**src/pwm_window_scorer_core_macros.svh**
```systemverilog
// Assertion macros for the motif window scorer.
// Each use expects clk and arst_n in scope; no other dependencies.
`ifndef PWM_WINDOW_SCORER_CORE_MACROS_SVH
`define PWM_WINDOW_SCORER_CORE_MACROS_SVH

// property that must hold at every edge out of reset
`define PWSC_ASSERT_ALWAYS(lbl, prop, msg) \
	lbl: assert property (@(posedge clk) disable iff (!arst_n) (prop)) else $error(msg);

// same-cycle implication
`define PWSC_ASSERT_IMPLY(lbl, ante, cons, msg) \
	lbl: assert property (@(posedge clk) disable iff (!arst_n) (ante) |-> (cons)) else $error(msg);

`endif

```
**src/pwsc_pkg.sv**
```systemverilog
// Shared types, constants and the letter decoder of the motif window scorer.
// No dependencies; the module files refer to it by scoped names.
package pwsc_pkg;

	localparam int MAX_MOTIF  = 32;
	localparam int IDX_W      = (MAX_MOTIF > 1) ? $clog2(MAX_MOTIF) : 1;
	localparam int LEN_W      = $clog2(MAX_MOTIF + 1);
	localparam int CFG_W      = 6;
	localparam int CHAR_W     = 8;
	localparam int POS_W      = 5;
	localparam int LET_W      = 2;
	localparam int WEIGHT_W   = 16;
	localparam int SCORE_W    = 21;
	localparam int INDEX_W    = 32;
	localparam int LETTERS    = 4;
	localparam int SUM_W      = ((WEIGHT_W + LEN_W + 1) > (SCORE_W + 1)) ?
	                            (WEIGHT_W + LEN_W + 1) : (SCORE_W + 1);
	localparam int IN_TDATA_W  = 32;
	localparam int IN_TUSER_W  = 2;
	localparam int OUT_TDATA_W = 56;
	localparam int QDEPTH     = 4;
	localparam int QPTR_W     = $clog2(QDEPTH);
	localparam int QCNT_W     = $clog2(QDEPTH + 1);

	localparam logic [CFG_W-1:0] MOTIF_LEN_RESET = CFG_W'(8);

	localparam logic signed [SUM_W-1:0] SCORE_MAX = SUM_W'((64'sd1 <<< (SCORE_W - 1)) - 1);
	localparam logic signed [SUM_W-1:0] SCORE_MIN = -SUM_W'(64'sd1 <<< (SCORE_W - 1));

	localparam logic [CHAR_W-1:0] CH_UA = 8'h41;
	localparam logic [CHAR_W-1:0] CH_LA = 8'h61;
	localparam logic [CHAR_W-1:0] CH_UC = 8'h43;
	localparam logic [CHAR_W-1:0] CH_LC = 8'h63;
	localparam logic [CHAR_W-1:0] CH_UG = 8'h47;
	localparam logic [CHAR_W-1:0] CH_LG = 8'h67;
	localparam logic [CHAR_W-1:0] CH_UT = 8'h54;
	localparam logic [CHAR_W-1:0] CH_LT = 8'h74;

	typedef enum logic [2:0] {
		LET_A, LET_C, LET_G, LET_T, LET_OTHER
	} letter_t;

	typedef enum logic {
		CMD_LOAD = 1'b0,
		CMD_CHAR = 1'b1
	} cmd_t;

	typedef enum logic {
		ENT_LOAD,
		ENT_SCORE
	} entry_kind_t;

	// one queue word: either a weight write or an aligned window to score
	typedef struct packed {
		entry_kind_t                   kind;
		letter_t [MAX_MOTIF-1:0]       letters;   // lane i pairs with matrix row i
		logic [INDEX_W-1:0]            start;
		logic [POS_W-1:0]              wpos;
		logic [LET_W-1:0]              wlet;
		logic [WEIGHT_W-1:0]           wval;
	} q_entry_t;

	typedef struct packed {
		logic              full;
		logic              empty;
		logic [QCNT_W-1:0] count;
	} q_status_t;

	function automatic letter_t letter_code(input logic [CHAR_W-1:0] ch);
		letter_t code;
		case (ch)
			CH_UA, CH_LA: code = LET_A;
			CH_UC, CH_LC: code = LET_C;
			CH_UG, CH_LG: code = LET_G;
			CH_UT, CH_LT: code = LET_T;
			default:      code = LET_OTHER;
		endcase
		return code;
	endfunction

endpackage

```
**src/pwsc_front.sv**
```systemverilog
// Front end of the motif window scorer: decodes characters, keeps the letter
// history and counters, and builds aligned queue words. Uses pwsc_pkg.
module pwsc_front (
	input  logic                           clk,
	input  logic                           arst_n,
	input  logic [pwsc_pkg::CFG_W-1:0]     motif_length,
	input  logic                           accept,
	input  pwsc_pkg::cmd_t                 cmd,
	input  logic                           first,
	input  logic [pwsc_pkg::CHAR_W-1:0]    base_char,
	input  logic [pwsc_pkg::POS_W-1:0]     weight_position,
	input  logic [pwsc_pkg::LET_W-1:0]     weight_letter,
	input  logic [pwsc_pkg::WEIGHT_W-1:0]  weight_value,
	output logic                           push,
	output pwsc_pkg::q_entry_t             entry
);

	pwsc_pkg::letter_t               hist_q [pwsc_pkg::MAX_MOTIF];
	pwsc_pkg::letter_t               hist_n [pwsc_pkg::MAX_MOTIF];
	logic [pwsc_pkg::INDEX_W-1:0]    chars_q, chars_n;
	logic [pwsc_pkg::LEN_W-1:0]      fill_q, fill_n, fill_base;
	logic [pwsc_pkg::LEN_W-1:0]      eff_len;
	logic [pwsc_pkg::IDX_W-1:0]      len_m1;
	logic [pwsc_pkg::IDX_W-1:0]      sel [pwsc_pkg::MAX_MOTIF];
	logic                            is_char;
	logic                            hit;

	always_comb begin
		if (motif_length == '0) begin
			eff_len = pwsc_pkg::LEN_W'(1);
		end else if (int'(motif_length) > pwsc_pkg::MAX_MOTIF) begin
			eff_len = pwsc_pkg::LEN_W'(pwsc_pkg::MAX_MOTIF);
		end else begin
			eff_len = pwsc_pkg::LEN_W'(motif_length);
		end
		len_m1 = pwsc_pkg::IDX_W'(eff_len - pwsc_pkg::LEN_W'(1));
	end

	// history after this character: newest in entry 0, cleared on a new sequence
	always_comb begin
		hist_n[0] = pwsc_pkg::letter_code(base_char);
		for (int k = 1; k < pwsc_pkg::MAX_MOTIF; k++) begin
			hist_n[k] = first ? pwsc_pkg::LET_OTHER : hist_q[k-1];
		end
		chars_n   = (first ? '0 : chars_q) + pwsc_pkg::INDEX_W'(1);
		fill_base = first ? '0 : fill_q;
		fill_n    = (int'(fill_base) < pwsc_pkg::MAX_MOTIF) ?
		            fill_base + pwsc_pkg::LEN_W'(1) : fill_base;
		hit       = (fill_n >= eff_len);
	end

	// align the window: oldest letter of the window goes to matrix row 0
	always_comb begin
		entry.kind  = (cmd == pwsc_pkg::CMD_LOAD) ? pwsc_pkg::ENT_LOAD : pwsc_pkg::ENT_SCORE;
		entry.start = chars_n - pwsc_pkg::INDEX_W'(eff_len);
		entry.wpos  = weight_position;
		entry.wlet  = weight_letter;
		entry.wval  = weight_value;
		for (int i = 0; i < pwsc_pkg::MAX_MOTIF; i++) begin
			sel[i] = len_m1 - pwsc_pkg::IDX_W'(i);
			if (pwsc_pkg::LEN_W'(i) < eff_len) begin
				entry.letters[i] = hist_n[sel[i]];
			end else begin
				entry.letters[i] = pwsc_pkg::LET_OTHER;
			end
		end
	end

	assign is_char = accept && (cmd == pwsc_pkg::CMD_CHAR);
	// drop characters that complete no window
	assign push    = accept && ((cmd == pwsc_pkg::CMD_LOAD) || hit);

	always_ff @(posedge clk or negedge arst_n) begin
		if (!arst_n) begin
			for (int k = 0; k < pwsc_pkg::MAX_MOTIF; k++) begin
				hist_q[k] <= pwsc_pkg::LET_OTHER;
			end
			chars_q <= '0;
			fill_q  <= '0;
		end else if (is_char) begin
			for (int k = 0; k < pwsc_pkg::MAX_MOTIF; k++) begin
				hist_q[k] <= hist_n[k];
			end
			chars_q <= chars_n;
			fill_q  <= fill_n;
		end
	end

endmodule

```
**config.mk**
```make
export PLATFORM = sky130hd
export DESIGN_NAME = pwsc_front
export DESIGN_NICKNAME = d
export VERILOG_FILES = /design/src/pwm_window_scorer_core_macros.svh /design/src/pwsc_pkg.sv /design/src/pwsc_front.sv
export SDC_FILE = /design/constraint.sdc
export NUM_CORES = 1
export LEC_CHECK = 0
export ABC_CLOCK_PERIOD_IN_PS = 10650
export BUFFER_PORTS_ARGS = -buffer_cell sky130_fd_sc_hd__buf_2
export CAP_MARGIN = 40
export CORE_AREA = 2 2 245 247
export DETAILED_ROUTE_END_ITERATION = 6
export DIE_AREA = 0 0 247 249
export PLACE_DENSITY = 0.51
export SLEW_MARGIN = 20
export SYNTH_ARGS = -nofsm -noshare
export SYNTH_HDL_FRONTEND = slang
export SYNTH_SLANG_ARGS = --single-unit
```
**constraint.sdc**
```tcl
create_clock -name clk -period 10.65 [get_ports clk]
set_input_delay 2.13 -clock clk [delete_from_list [all_inputs] [get_ports clk]]
set_output_delay 2.13 -clock clk [all_outputs]
set_load 0.005 [all_outputs]
```
==> results.toml <==
[status]
status = "complete, no violations"

[routing]
drc = 0
antenna_left = 0
drtPass1Iterations = 5
drt_iter0_drc = 1391
vias_per_cell = 5.38
vias = 14778
wl_per_cell_um = 20.5
wl_mm = 56.4

[setup_path]
arrival_ns = 7.22
critPathLaunch = "motif_length[3]"
reg2reg_depth = 8
path_class = "primary input to primary output"
crit_path_end = "entry[97]"
crit_path_start_kind = "primary input"
regToRegSetupSlack_ns = 7.73
cp_max_fo = 44
reg2reg_to = "chars_q[18]"
worst_setup_path_end_kind = "primary output"
rr_startpoint = "chars_q[0]"
crit_required_ns = 8.52

[sta]
max_slew_margin = 0.428
fin_crit_ns = 9.35
max_freq_mhz = 107
min_period_over_period = 0.878
finClkSkew_ns = 0.0145
slew_violations = 0
rsz0062_at_grt = "false"
fin_tns_setup_ns = 0
final_hold_viol_count = 0
worst_slew_pin_slew_ns = 0.854
finalSetupViolCount = 0

[cells_and_area]
drive_above_1_share = 0.187
fin_nets = 2030
nFillCells = 6325
area.growth.synth_to_final_pct = 13.6
final_cells = 2746

[clock_tree]
cts_hold_buffers = 0
cts_buffers = 17
cts_max_path_buffers = 2
cts_tree = "built"
cts_setup_buffers = 0
ctsResizeCount = 0
cts.sinks = 131
clkTransAtPathRegs_ns = 0.06
clockRootBuffer = "clkbuf_16"
clock_latency_ns = 0.49
htreeDepth = 4

[global_route]
antenna_found_initial = 4
grt_max_degree = 88
grt_pass1_wl_mm = 85.2
globalRoute.totalOverflow = 0
track_usage = 0.181
grt_pass1_vias = 13953

[synthesis]
synth.net_count = 1985
async_flop_share = 1.00
yosysWarnings = 0
synth-edff-count = 0
syn_avg_cell_area_um2 = 7.63
ys_seq_elements = 131
yosysUniqueCellTypes = 87
syn_area_mm2 = 0.0146
yosys_most_used_dff = "dfrtp_1"
seq_area_frac_synth = 0.227
synth_cells = 1913

[pwr]
ir_drop_v = 0.000127
p_per_area_mw_per_mm2 = 121
p_leak_uw = 0.00664

[die]
die_w_um = 247
core_mm2 = 0.0587
placementRows = 89
dieArea_mm2 = 0.0615
start_util = 0.249
io_pins = 195
die_y_um = 249

[place]
placed_cells = 2710
place_congestion = 0.911
io_buffers = 147
hpwl_mm = 42.7

[worst_hold_path]
hp-class = "register to register"

[flow_run]
maxCapViolations = 0
layout by cell type (no fill, tap or decap), drive strengths merged, types with 12 or more instances in the layout:
master / n
clkinv: 12
nor4: 12
nand2: 383
a21oi: 85
mux2: 31
a211oi: 30
dfrtp: 100
and2: 13
inv: 26
mux2i: 147
mux4: 42
clkbuf: 18
nor2b: 31
xor2: 17
o31ai: 15
o21ai: 157
dfstp: 31
o22a: 17
xnor2: 61
a22oi: 24
or2: 15
ha: 29
buf: 189
nor2: 168
nor3: 56
a31oi: 16
nand3: 34
o22ai: 37
a22o: 26
cells in the mapped netlist, types with 12 or more instances:
| library cell | n | area [µm²] |
|---|---|---|
| a21oi_1 | 85 | 425 |
| buf_1 | 24 | 90.1 |
| nor2b_1 | 31 | 194 |
| inv_1 | 21 | 78.8 |
| mux2_2 | 31 | 349 |
| buf_4 | 24 | 180 |
| and2_1 | 12 | 75.1 |
| xor2_1 | 17 | 149 |
| nand2_1 | 383 | 1440 |
| a31oi_1 | 15 | 93.8 |
| nor2_1 | 167 | 627 |
| mux2i_1 | 147 | 1470 |
| o21ai_0 | 157 | 786 |
| clkbuf_1 | 101 | 379 |
| o22a_1 | 17 | 149 |
| buf_2 | 14 | 70.1 |
| a22o_1 | 26 | 228 |
| a211oi_1 | 30 | 225 |
| dfrtp_1 | 100 | 2500 |
| dfstp_2 | 31 | 815 |
| xnor2_1 | 60 | 526 |
| nor3_1 | 56 | 280 |
| o31ai_1 | 15 | 113 |
| ha_1 | 29 | 363 |
| or2_2 | 14 | 87.6 |
| nand3_1 | 34 | 170 |
| a22oi_1 | 24 | 180 |
| o22ai_1 | 37 | 231 |
| mux4_2 | 42 | 946 |
layout make-up:
cell class / count / area (µm²) / share of cell area
Multi-Input combinational cell: 1590 / 10500 / 0.633
Tap cell: 773 / 967 / 0.0583
Inverter: 28 / 106 / 0.00641
Timing Repair Buffer: 190 / 1110 / 0.0668
Antenna cell: 2 / 5.00 / 0.000302
Clock inverter: 15 / 158 / 0.00951
Clock buffer: 17 / 425 / 0.0256
Sequential cell: 131 / 3320 / 0.200
power by group:
part / internal [µW] / switching [µW]
Combinational: 319 / 503
Clock: 345 / 268
Sequential: 536 / 33.3
flip-flops by register name, indices dropped and copies added (netlist names):
name     flops
hist_q      93
fill_q       6
chars_q     32
kinds of logic (layout without fill, tap and decap cells):
group | Yosys count | after routing | synth area share
simple gates | 778 | 778 | 0.240
compound gates | 484 | 484 | 0.213
mux | 220 | 220 | 0.189
buf+inv | 192 | 250 | 0.0573
flops | 131 | 131 | 0.227
xor+xnor | 78 | 78 | 0.0473
fa+ha+maj | 30 | 30 | 0.0262
other cells | 0 | 2 | 0
routing by layer:
| layer | routed length (µm) | track usage |
|---|---|---|
| met5 | 0 | 0 |
| met4 | 1970 | 0.0719 |
| met3 | 3410 | 0.0285 |
| met2 | 25500 | 0.281 |
| met1 | 25500 | 0.249 |
per-stage QoR:
step | area, µm² | hold slack [ns] | util | worst slack [ns] | total power (µW)
finish | 16600 | 0.502 | 0.283 | 1.30 | 2010
global route | 16600 | 0.514 | 0.283 | 1.05 | 2110
CTS | 16600 | 0.504 | 0.282 | 1.31 | 2020
detailed placement | 16000 | 0.489 | 0.272 | 1.32 | 1390
global placement | 15900 | 0.479 | 0.271 | 1.34 | 1370
floorplan | 14600 | 0.463 | - | 1.33 | 1100
worst max-delay path, cell delays in order:
cell	delay, ns
buf_2	0.21
or4_1	0.60
a21oi_4	0.43
buf_4	0.26
ha_2	0.29
buf_4	0.31
ha_1	0.83
clkinv_1	0.77
mux4_2	0.53
nor2_1	0.12
a211oi_1	0.07
a211oi_1	0.42
buf_2	0.20
worst min-delay path by stage:
stage	start	endpoint	slack, ns	depth (start not counted)
floorplan	hist_q[94]	hist_q[94]	0.46	2
global placement	hist_q[5]	hist_q[5]	0.48	2
detailed placement	chars_q[29]	chars_q[29]	0.49	2
CTS	hist_q[92]	hist_q[92]	0.50	2
global route	hist_q[92]	hist_q[92]	0.51	2
finish	hist_q[5]	hist_q[5]	0.50	2
Power figures use the tool's default switching activity.
