$ cat src/pwm_window_scorer_core_macros.svh
// Assertion macros for the motif window scorer.
// Each use expects clk and arst_n in scope; no other dependencies.
`ifndef PWM_WINDOW_SCORER_CORE_MACROS_SVH
`define PWM_WINDOW_SCORER_CORE_MACROS_SVH

// property that must hold at every edge out of reset
`define PWSC_ASSERT_ALWAYS(lbl, prop, msg) \
	lbl: assert property (@(posedge clk) disable iff (!arst_n) (prop)) else $error(msg);

// same-cycle implication
`define PWSC_ASSERT_IMPLY(lbl, ante, cons, msg) \
	lbl: assert property (@(posedge clk) disable iff (!arst_n) (ante) |-> (cons)) else $error(msg);

`endif

$ cat src/pwsc_pkg.sv
// Shared types, constants and the letter decoder of the motif window scorer.
// No dependencies; the module files refer to it by scoped names.
package pwsc_pkg;

	localparam int MAX_MOTIF  = 32;
	localparam int IDX_W      = (MAX_MOTIF > 1) ? $clog2(MAX_MOTIF) : 1;
	localparam int LEN_W      = $clog2(MAX_MOTIF + 1);
	localparam int CFG_W      = 6;
	localparam int CHAR_W     = 8;
	localparam int POS_W      = 5;
	localparam int LET_W      = 2;
	localparam int WEIGHT_W   = 16;
	localparam int SCORE_W    = 21;
	localparam int INDEX_W    = 32;
	localparam int LETTERS    = 4;
	localparam int SUM_W      = ((WEIGHT_W + LEN_W + 1) > (SCORE_W + 1)) ?
	                            (WEIGHT_W + LEN_W + 1) : (SCORE_W + 1);
	localparam int IN_TDATA_W  = 32;
	localparam int IN_TUSER_W  = 2;
	localparam int OUT_TDATA_W = 56;
	localparam int QDEPTH     = 4;
	localparam int QPTR_W     = $clog2(QDEPTH);
	localparam int QCNT_W     = $clog2(QDEPTH + 1);

	localparam logic [CFG_W-1:0] MOTIF_LEN_RESET = CFG_W'(8);

	localparam logic signed [SUM_W-1:0] SCORE_MAX = SUM_W'((64'sd1 <<< (SCORE_W - 1)) - 1);
	localparam logic signed [SUM_W-1:0] SCORE_MIN = -SUM_W'(64'sd1 <<< (SCORE_W - 1));

	localparam logic [CHAR_W-1:0] CH_UA = 8'h41;
	localparam logic [CHAR_W-1:0] CH_LA = 8'h61;
	localparam logic [CHAR_W-1:0] CH_UC = 8'h43;
	localparam logic [CHAR_W-1:0] CH_LC = 8'h63;
	localparam logic [CHAR_W-1:0] CH_UG = 8'h47;
	localparam logic [CHAR_W-1:0] CH_LG = 8'h67;
	localparam logic [CHAR_W-1:0] CH_UT = 8'h54;
	localparam logic [CHAR_W-1:0] CH_LT = 8'h74;

	typedef enum logic [2:0] {
		LET_A, LET_C, LET_G, LET_T, LET_OTHER
	} letter_t;

	typedef enum logic {
		CMD_LOAD = 1'b0,
		CMD_CHAR = 1'b1
	} cmd_t;

	typedef enum logic {
		ENT_LOAD,
		ENT_SCORE
	} entry_kind_t;

	// one queue word: either a weight write or an aligned window to score
	typedef struct packed {
		entry_kind_t                   kind;
		letter_t [MAX_MOTIF-1:0]       letters;   // lane i pairs with matrix row i
		logic [INDEX_W-1:0]            start;
		logic [POS_W-1:0]              wpos;
		logic [LET_W-1:0]              wlet;
		logic [WEIGHT_W-1:0]           wval;
	} q_entry_t;

	typedef struct packed {
		logic              full;
		logic              empty;
		logic [QCNT_W-1:0] count;
	} q_status_t;

	function automatic letter_t letter_code(input logic [CHAR_W-1:0] ch);
		letter_t code;
		case (ch)
			CH_UA, CH_LA: code = LET_A;
			CH_UC, CH_LC: code = LET_C;
			CH_UG, CH_LG: code = LET_G;
			CH_UT, CH_LT: code = LET_T;
			default:      code = LET_OTHER;
		endcase
		return code;
	endfunction

endpackage

$ cat src/pwsc_back.sv
// Back end of the motif window scorer: holds the weight matrix, applies loads
// and sums aligned windows through a registered adder tree. Uses pwsc_pkg.
module pwsc_back (
	input  logic                           clk,
	input  logic                           arst_n,
	input  pwsc_pkg::q_entry_t             head,
	input  pwsc_pkg::q_status_t            qstat,
	output logic                           pop,
	input  logic                           out_ready,
	output logic                           out_valid,
	output logic [pwsc_pkg::SCORE_W-1:0]   out_score,
	output logic [pwsc_pkg::INDEX_W-1:0]   out_start
);

	localparam int G1 = (pwsc_pkg::MAX_MOTIF + 3) / 4;
	localparam int G2 = (G1 + 3) / 4;

	logic [pwsc_pkg::LETTERS-1:0][pwsc_pkg::WEIGHT_W-1:0] wtab_q [pwsc_pkg::MAX_MOTIF];

	logic                                  en;
	logic                                  is_load;
	logic                                  valid_s1, valid_s2, valid_s3, out_valid_q;
	logic signed [pwsc_pkg::WEIGHT_W-1:0]  w_s1 [pwsc_pkg::MAX_MOTIF];
	logic signed [pwsc_pkg::WEIGHT_W-1:0]  w_sel [pwsc_pkg::MAX_MOTIF];
	logic [pwsc_pkg::INDEX_W-1:0]          start_s1, start_s2, start_s3, out_start_q;
	logic signed [pwsc_pkg::SUM_W-1:0]     p1 [G1];
	logic signed [pwsc_pkg::SUM_W-1:0]     sum_s2 [G1];
	logic signed [pwsc_pkg::SUM_W-1:0]     p2 [G2];
	logic signed [pwsc_pkg::SUM_W-1:0]     sum_s3 [G2];
	logic signed [pwsc_pkg::SUM_W-1:0]     total;
	logic signed [pwsc_pkg::SUM_W-1:0]     sat;
	logic [pwsc_pkg::SCORE_W-1:0]          out_score_q;

	// advance the whole back end unless a result waits at the output
	assign en      = !out_valid_q || out_ready;
	assign pop     = en && !qstat.empty;
	assign is_load = (head.kind == pwsc_pkg::ENT_LOAD);

	// per-lane weight lookup; an unknown letter adds zero
	always_comb begin
		for (int i = 0; i < pwsc_pkg::MAX_MOTIF; i++) begin
			if (head.letters[i] == pwsc_pkg::LET_OTHER) begin
				w_sel[i] = '0;
			end else begin
				w_sel[i] = wtab_q[i][pwsc_pkg::LET_W'(head.letters[i])];
			end
		end
	end

	always_comb begin
		for (int g = 0; g < G1; g++) begin
			p1[g] = '0;
			for (int k = 0; k < 4; k++) begin
				if (4 * g + k < pwsc_pkg::MAX_MOTIF) begin
					p1[g] = p1[g] + pwsc_pkg::SUM_W'(w_s1[4 * g + k]);
				end
			end
		end
		for (int g = 0; g < G2; g++) begin
			p2[g] = '0;
			for (int k = 0; k < 4; k++) begin
				if (4 * g + k < G1) begin
					p2[g] = p2[g] + sum_s2[4 * g + k];
				end
			end
		end
		total = '0;
		for (int g = 0; g < G2; g++) begin
			total = total + sum_s3[g];
		end
		if (total > pwsc_pkg::SCORE_MAX) begin
			sat = pwsc_pkg::SCORE_MAX;
		end else if (total < pwsc_pkg::SCORE_MIN) begin
			sat = pwsc_pkg::SCORE_MIN;
		end else begin
			sat = total;
		end
	end

	// weight matrix: rows out of range are never matched
	always_ff @(posedge clk or negedge arst_n) begin
		if (!arst_n) begin
			for (int r = 0; r < pwsc_pkg::MAX_MOTIF; r++) begin
				wtab_q[r] <= '0;
			end
		end else if (pop && is_load) begin
			for (int r = 0; r < pwsc_pkg::MAX_MOTIF; r++) begin
				if (int'(head.wpos) == r) begin
					wtab_q[r][head.wlet] <= head.wval;
				end
			end
		end
	end

	always_ff @(posedge clk) begin
		if (en) begin
			for (int i = 0; i < pwsc_pkg::MAX_MOTIF; i++) begin
				w_s1[i] <= w_sel[i];
			end
			start_s1 <= head.start;
			for (int g = 0; g < G1; g++) begin
				sum_s2[g] <= p1[g];
			end
			start_s2 <= start_s1;
			for (int g = 0; g < G2; g++) begin
				sum_s3[g] <= p2[g];
			end
			start_s3    <= start_s2;
			out_score_q <= pwsc_pkg::SCORE_W'(sat);
			out_start_q <= start_s3;
		end
	end

	always_ff @(posedge clk or negedge arst_n) begin
		if (!arst_n) begin
			valid_s1    <= 1'b0;
			valid_s2    <= 1'b0;
			valid_s3    <= 1'b0;
			out_valid_q <= 1'b0;
		end else if (en) begin
			valid_s1    <= pop && !is_load;
			valid_s2    <= valid_s1;
			valid_s3    <= valid_s2;
			out_valid_q <= valid_s3;
		end
	end

	assign out_valid = out_valid_q;
	assign out_score = out_score_q;
	assign out_start = out_start_q;

endmodule

$ cat config.mk
export PLATFORM = sky130hd
export DESIGN_NAME = pwsc_back
export DESIGN_NICKNAME = d
export VERILOG_FILES = /design/src/pwm_window_scorer_core_macros.svh /design/src/pwsc_pkg.sv /design/src/pwsc_back.sv
export SDC_FILE = /design/constraint.sdc
export NUM_CORES = 2
export LEC_CHECK = 0
export BUFFER_PORTS_ARGS = -buffer_cell sky130_fd_sc_hd__buf_2
export CORE_AREA = 2 2 621 623
export CTS_CLUSTER_SIZE = 40
export DETAILED_ROUTE_END_ITERATION = 8
export DIE_AREA = 0 0 623 625
export GPL_ROUTABILITY_DRIVEN = 0
export GPL_TIMING_DRIVEN = 1
export PLACE_DENSITY = 0.55
export SETUP_SLACK_MARGIN = 0.4
export SLEW_MARGIN = 20
export SYNTH_ARGS = -nofsm -noshare
export SYNTH_HDL_FRONTEND = slang
export SYNTH_SLANG_ARGS = --single-unit
$ cat constraint.sdc
create_clock -name clk -period 22.3 [get_ports clk]
set_input_delay 1.115 -clock clk [delete_from_list [all_inputs] [get_ports clk]]
set_output_delay 1.115 -clock clk [all_outputs]
set_load 0.01 [all_outputs]
==> impl_metrics.ini <==
[final_layout]
fin_util_pct = 39.1
instances_no_fill = 14800
final_cell_mix = dfrtp_1, mux2_2, edfxtp_1
final_common_cell = dfrtp_1
multi_input_comb_area_mm2 = 0.0515
fill_cells = 35500
drive_gt1_share_pct = 29.8
finalNetCount = 10100
regArea_mm2 = 0.0771
syn_to_final_growth_pct = 12.5

[critical_path]
cp-startpoint = arst_n
crit_path_start_kind = input port
critical_path.endpoint_type = async pin
critPathMaxFanout = 140
timing.rr.end = sum_s2[1][61]
cp.required_ps = 23230
crit_type = input port to async pin
crit_end = wtab_q[1631]
reg2reg_slack_ps = 17420
r2r_cells = 11
cp.arrival_ps = 6020
r2r-start = w_s1[1][129]

[floorplan]
start_util_pct = 34.7
design.die.area_mm2 = 0.389
rows = 228
die_width_um = 623
core-area_mm2 = 0.384
die_h_um = 625
io_pins = 215

[synthesis]
synth_flop_cell = dfrtp_1
async_reset_ff_share_pct = 70.5
ys_ff_latch = 2911
seq_area_frac_synth_pct = 57.9
synth_cell_types = 78
postSynthAreaPerCell_um2 = 14.2
synth_nets = 10100
yosysWarnings = 0
syn_inst = 9417
synth_edf_count = 859
netlist_area_mm2 = 0.133

[global_route]
grt_pass1_vias = 81100
overflow = 0
grt_max_degree = 197
grt_pass1_wl_um = 539000
grt.total_usage_pct = 18.3
antenna_found_initial = 49

[clock_tree]
htreeDepth = 5
path_clk_slew_ps = 60
cts_made_buffers = 322
cts_tree = built
cts-hold-fix-buffers = 0
cts_buffer_depth = 4
root_buffer = clkbuf_16
post_cts_buffers = 0
cts.sinks = 2911
clock_latency_ps = 940
cts_resized = 0

[run_status]
status = completed

[place]
place_ws_ps = 15730
dp_cells = 14100
port_buffers = 210
place_hpwl_um = 228000

[timing]
setup_tns_ps = 0
worstMarginPinSlew_ps = 1100
skew_ps = 48.0
drv_slew = 0
fmax_ghz = 0.196
rsz0062_at_grt = false
slew_headroom_pct = 26.3
setup_ws_ps = 17210
period_share_pct = 22.8
timing_hold_violations_final = 0
min_period_ps = 5090
setup-violations-final = 0

[power_and_ir_drop]
leakage_nw = 70.4
powerDensity_mw_per_mm2 = 138
peakVddDrop_uv = 174

[detailed_routing]
vias = 78100
drt_wl_total_um = 362000
vias_per_cell = 5.29
first_pass_iters = 8
antenna_left = 0
routedWlPerCell_um = 24.6
drc = 0
drtIter0Drc = 5602

[worst_hold_path]
hp-class = input port to async pin

[job]
maxCapViolations = 0
==> routing by layer <==
layer | GRT usage (%) | up-vias | share of wire [%]
li1 | - | 34200 | -
met1 | 24.2 | 41400 | 43
met2 | 31.0 | 1798 | 49
met3 | 2.27 | 592 | 4.3
met4 | 6.33 | 12 | 3.6
met5 | 0 | - | 0.020
==> cell usage after synthesis, types with 7 or more instances <==
master,count,share of area [%]
o211ai_1,18,0.10
a211oi_1,21,0.12
and3_1,20,0.094
mux2_2,2050,17
xor2_1,42,0.28
buf_1,35,0.099
or3_1,13,0.061
clkbuf_1,576,1.6
nor2_1,155,0.44
o31ai_1,11,0.062
a221oi_1,516,3.4
fa_1,343,5.2
nor3_1,36,0.14
o22ai_1,7,0.033
xnor2_1,111,0.73
nor2b_1,16,0.075
nand3_1,39,0.15
ha_1,208,2.0
nand2b_1,33,0.15
o21bai_1,12,0.068
nand2_1,198,0.56
buf_2,19,0.071
dfrtp_1,2052,39
a211o_1,9,0.059
a21oi_1,630,2.4
a31oi_1,13,0.061
o21ai_0,83,0.31
o21a_1,20,0.11
inv_1,607,1.7
mux2i_1,514,3.9
edfxtp_1,859,19
a21o_1,49,0.28
nand2_2,8,0.038
==> area by class of cell <==
type | count | area share, %
clock buffer | 466 | 6.15
antenna | 16 | 0.0267
tap | 5060 | 4.22
timing repair buffer | 298 | 1.31
inverter | 607 | 1.52
clock inverter | 131 | 1.01
multi-input combinational | 5264 | 34.3
sequential | 2911 | 51.4
==> logic make-up after synthesis <==
| family | count (synthesis) | synth area share (%) |
|---|---|---|
| AOI/OAI and AO/OA | 1437 | 7.31 |
| muxes | 2564 | 21.2 |
| DFF | 2911 | 57.9 |
| xor gates and xnor gates | 153 | 1.01 |
| adders and majority gates | 551 | 7.11 |
| buffers and inverters | 1242 | 3.54 |
| and+or+nand+nor | 559 | 1.97 |
==> how the worst min path moves through the flow <==
| stage | to | from | cells past startpoint |
|---|---|---|---|
| global placement | start_s3[14] | start_s2[14] | 0 |
| CTS | wtab_q[1456] | arst_n | 1 |
| floorplan | out_start[0] | start_s3[0] | 0 |
| detailed placement | out_start[13] | start_s3[13] | 0 |
| finish | wtab_q[1428] | arst_n | 1 |
| global route | wtab_q[1428] | arst_n | 1 |
==> flip-flops by register name (all words and copies together) (netlist names) <==
name / count
valid_s1: 1
wtab_q: 2048
sum_s3: 46
start_s2: 32
valid_s2: 1
out_score: 21
out_valid: 1
out_start: 32
sum_s2: 152
valid_s3: 1
start_s1: 32
start_s3: 32
w_s1: 512
==> worst max-delay path, stage by stage <==
cell and delay (ps):
buf_12 400, buf_4 870, buf_4 880, buf_4 860
buf_4 720, buf_6 670
==> through the flow <==
| step | total power [mW] | hold WS (ps) | cell area [um2] |
|---|---|---|---|
| final | 20.7 | 221 | 150000 |
| after global placement | 15.3 | 400 | 139000 |
| after detailed placement | 15.4 | 405 | 139000 |
| after CTS | 20.9 | 209 | 150000 |
| after floorplan | 12.9 | 400 | 133000 |
| after global routing | 22.0 | 234 | 150000 |
==> where the power goes <==
group / switching [mW] / internal [mW]
Sequential: 0.432 / 6.83
Combinational: 5.00 / 3.11
Clock: 2.26 / 3.12
Power figures use the tool's default switching activity.
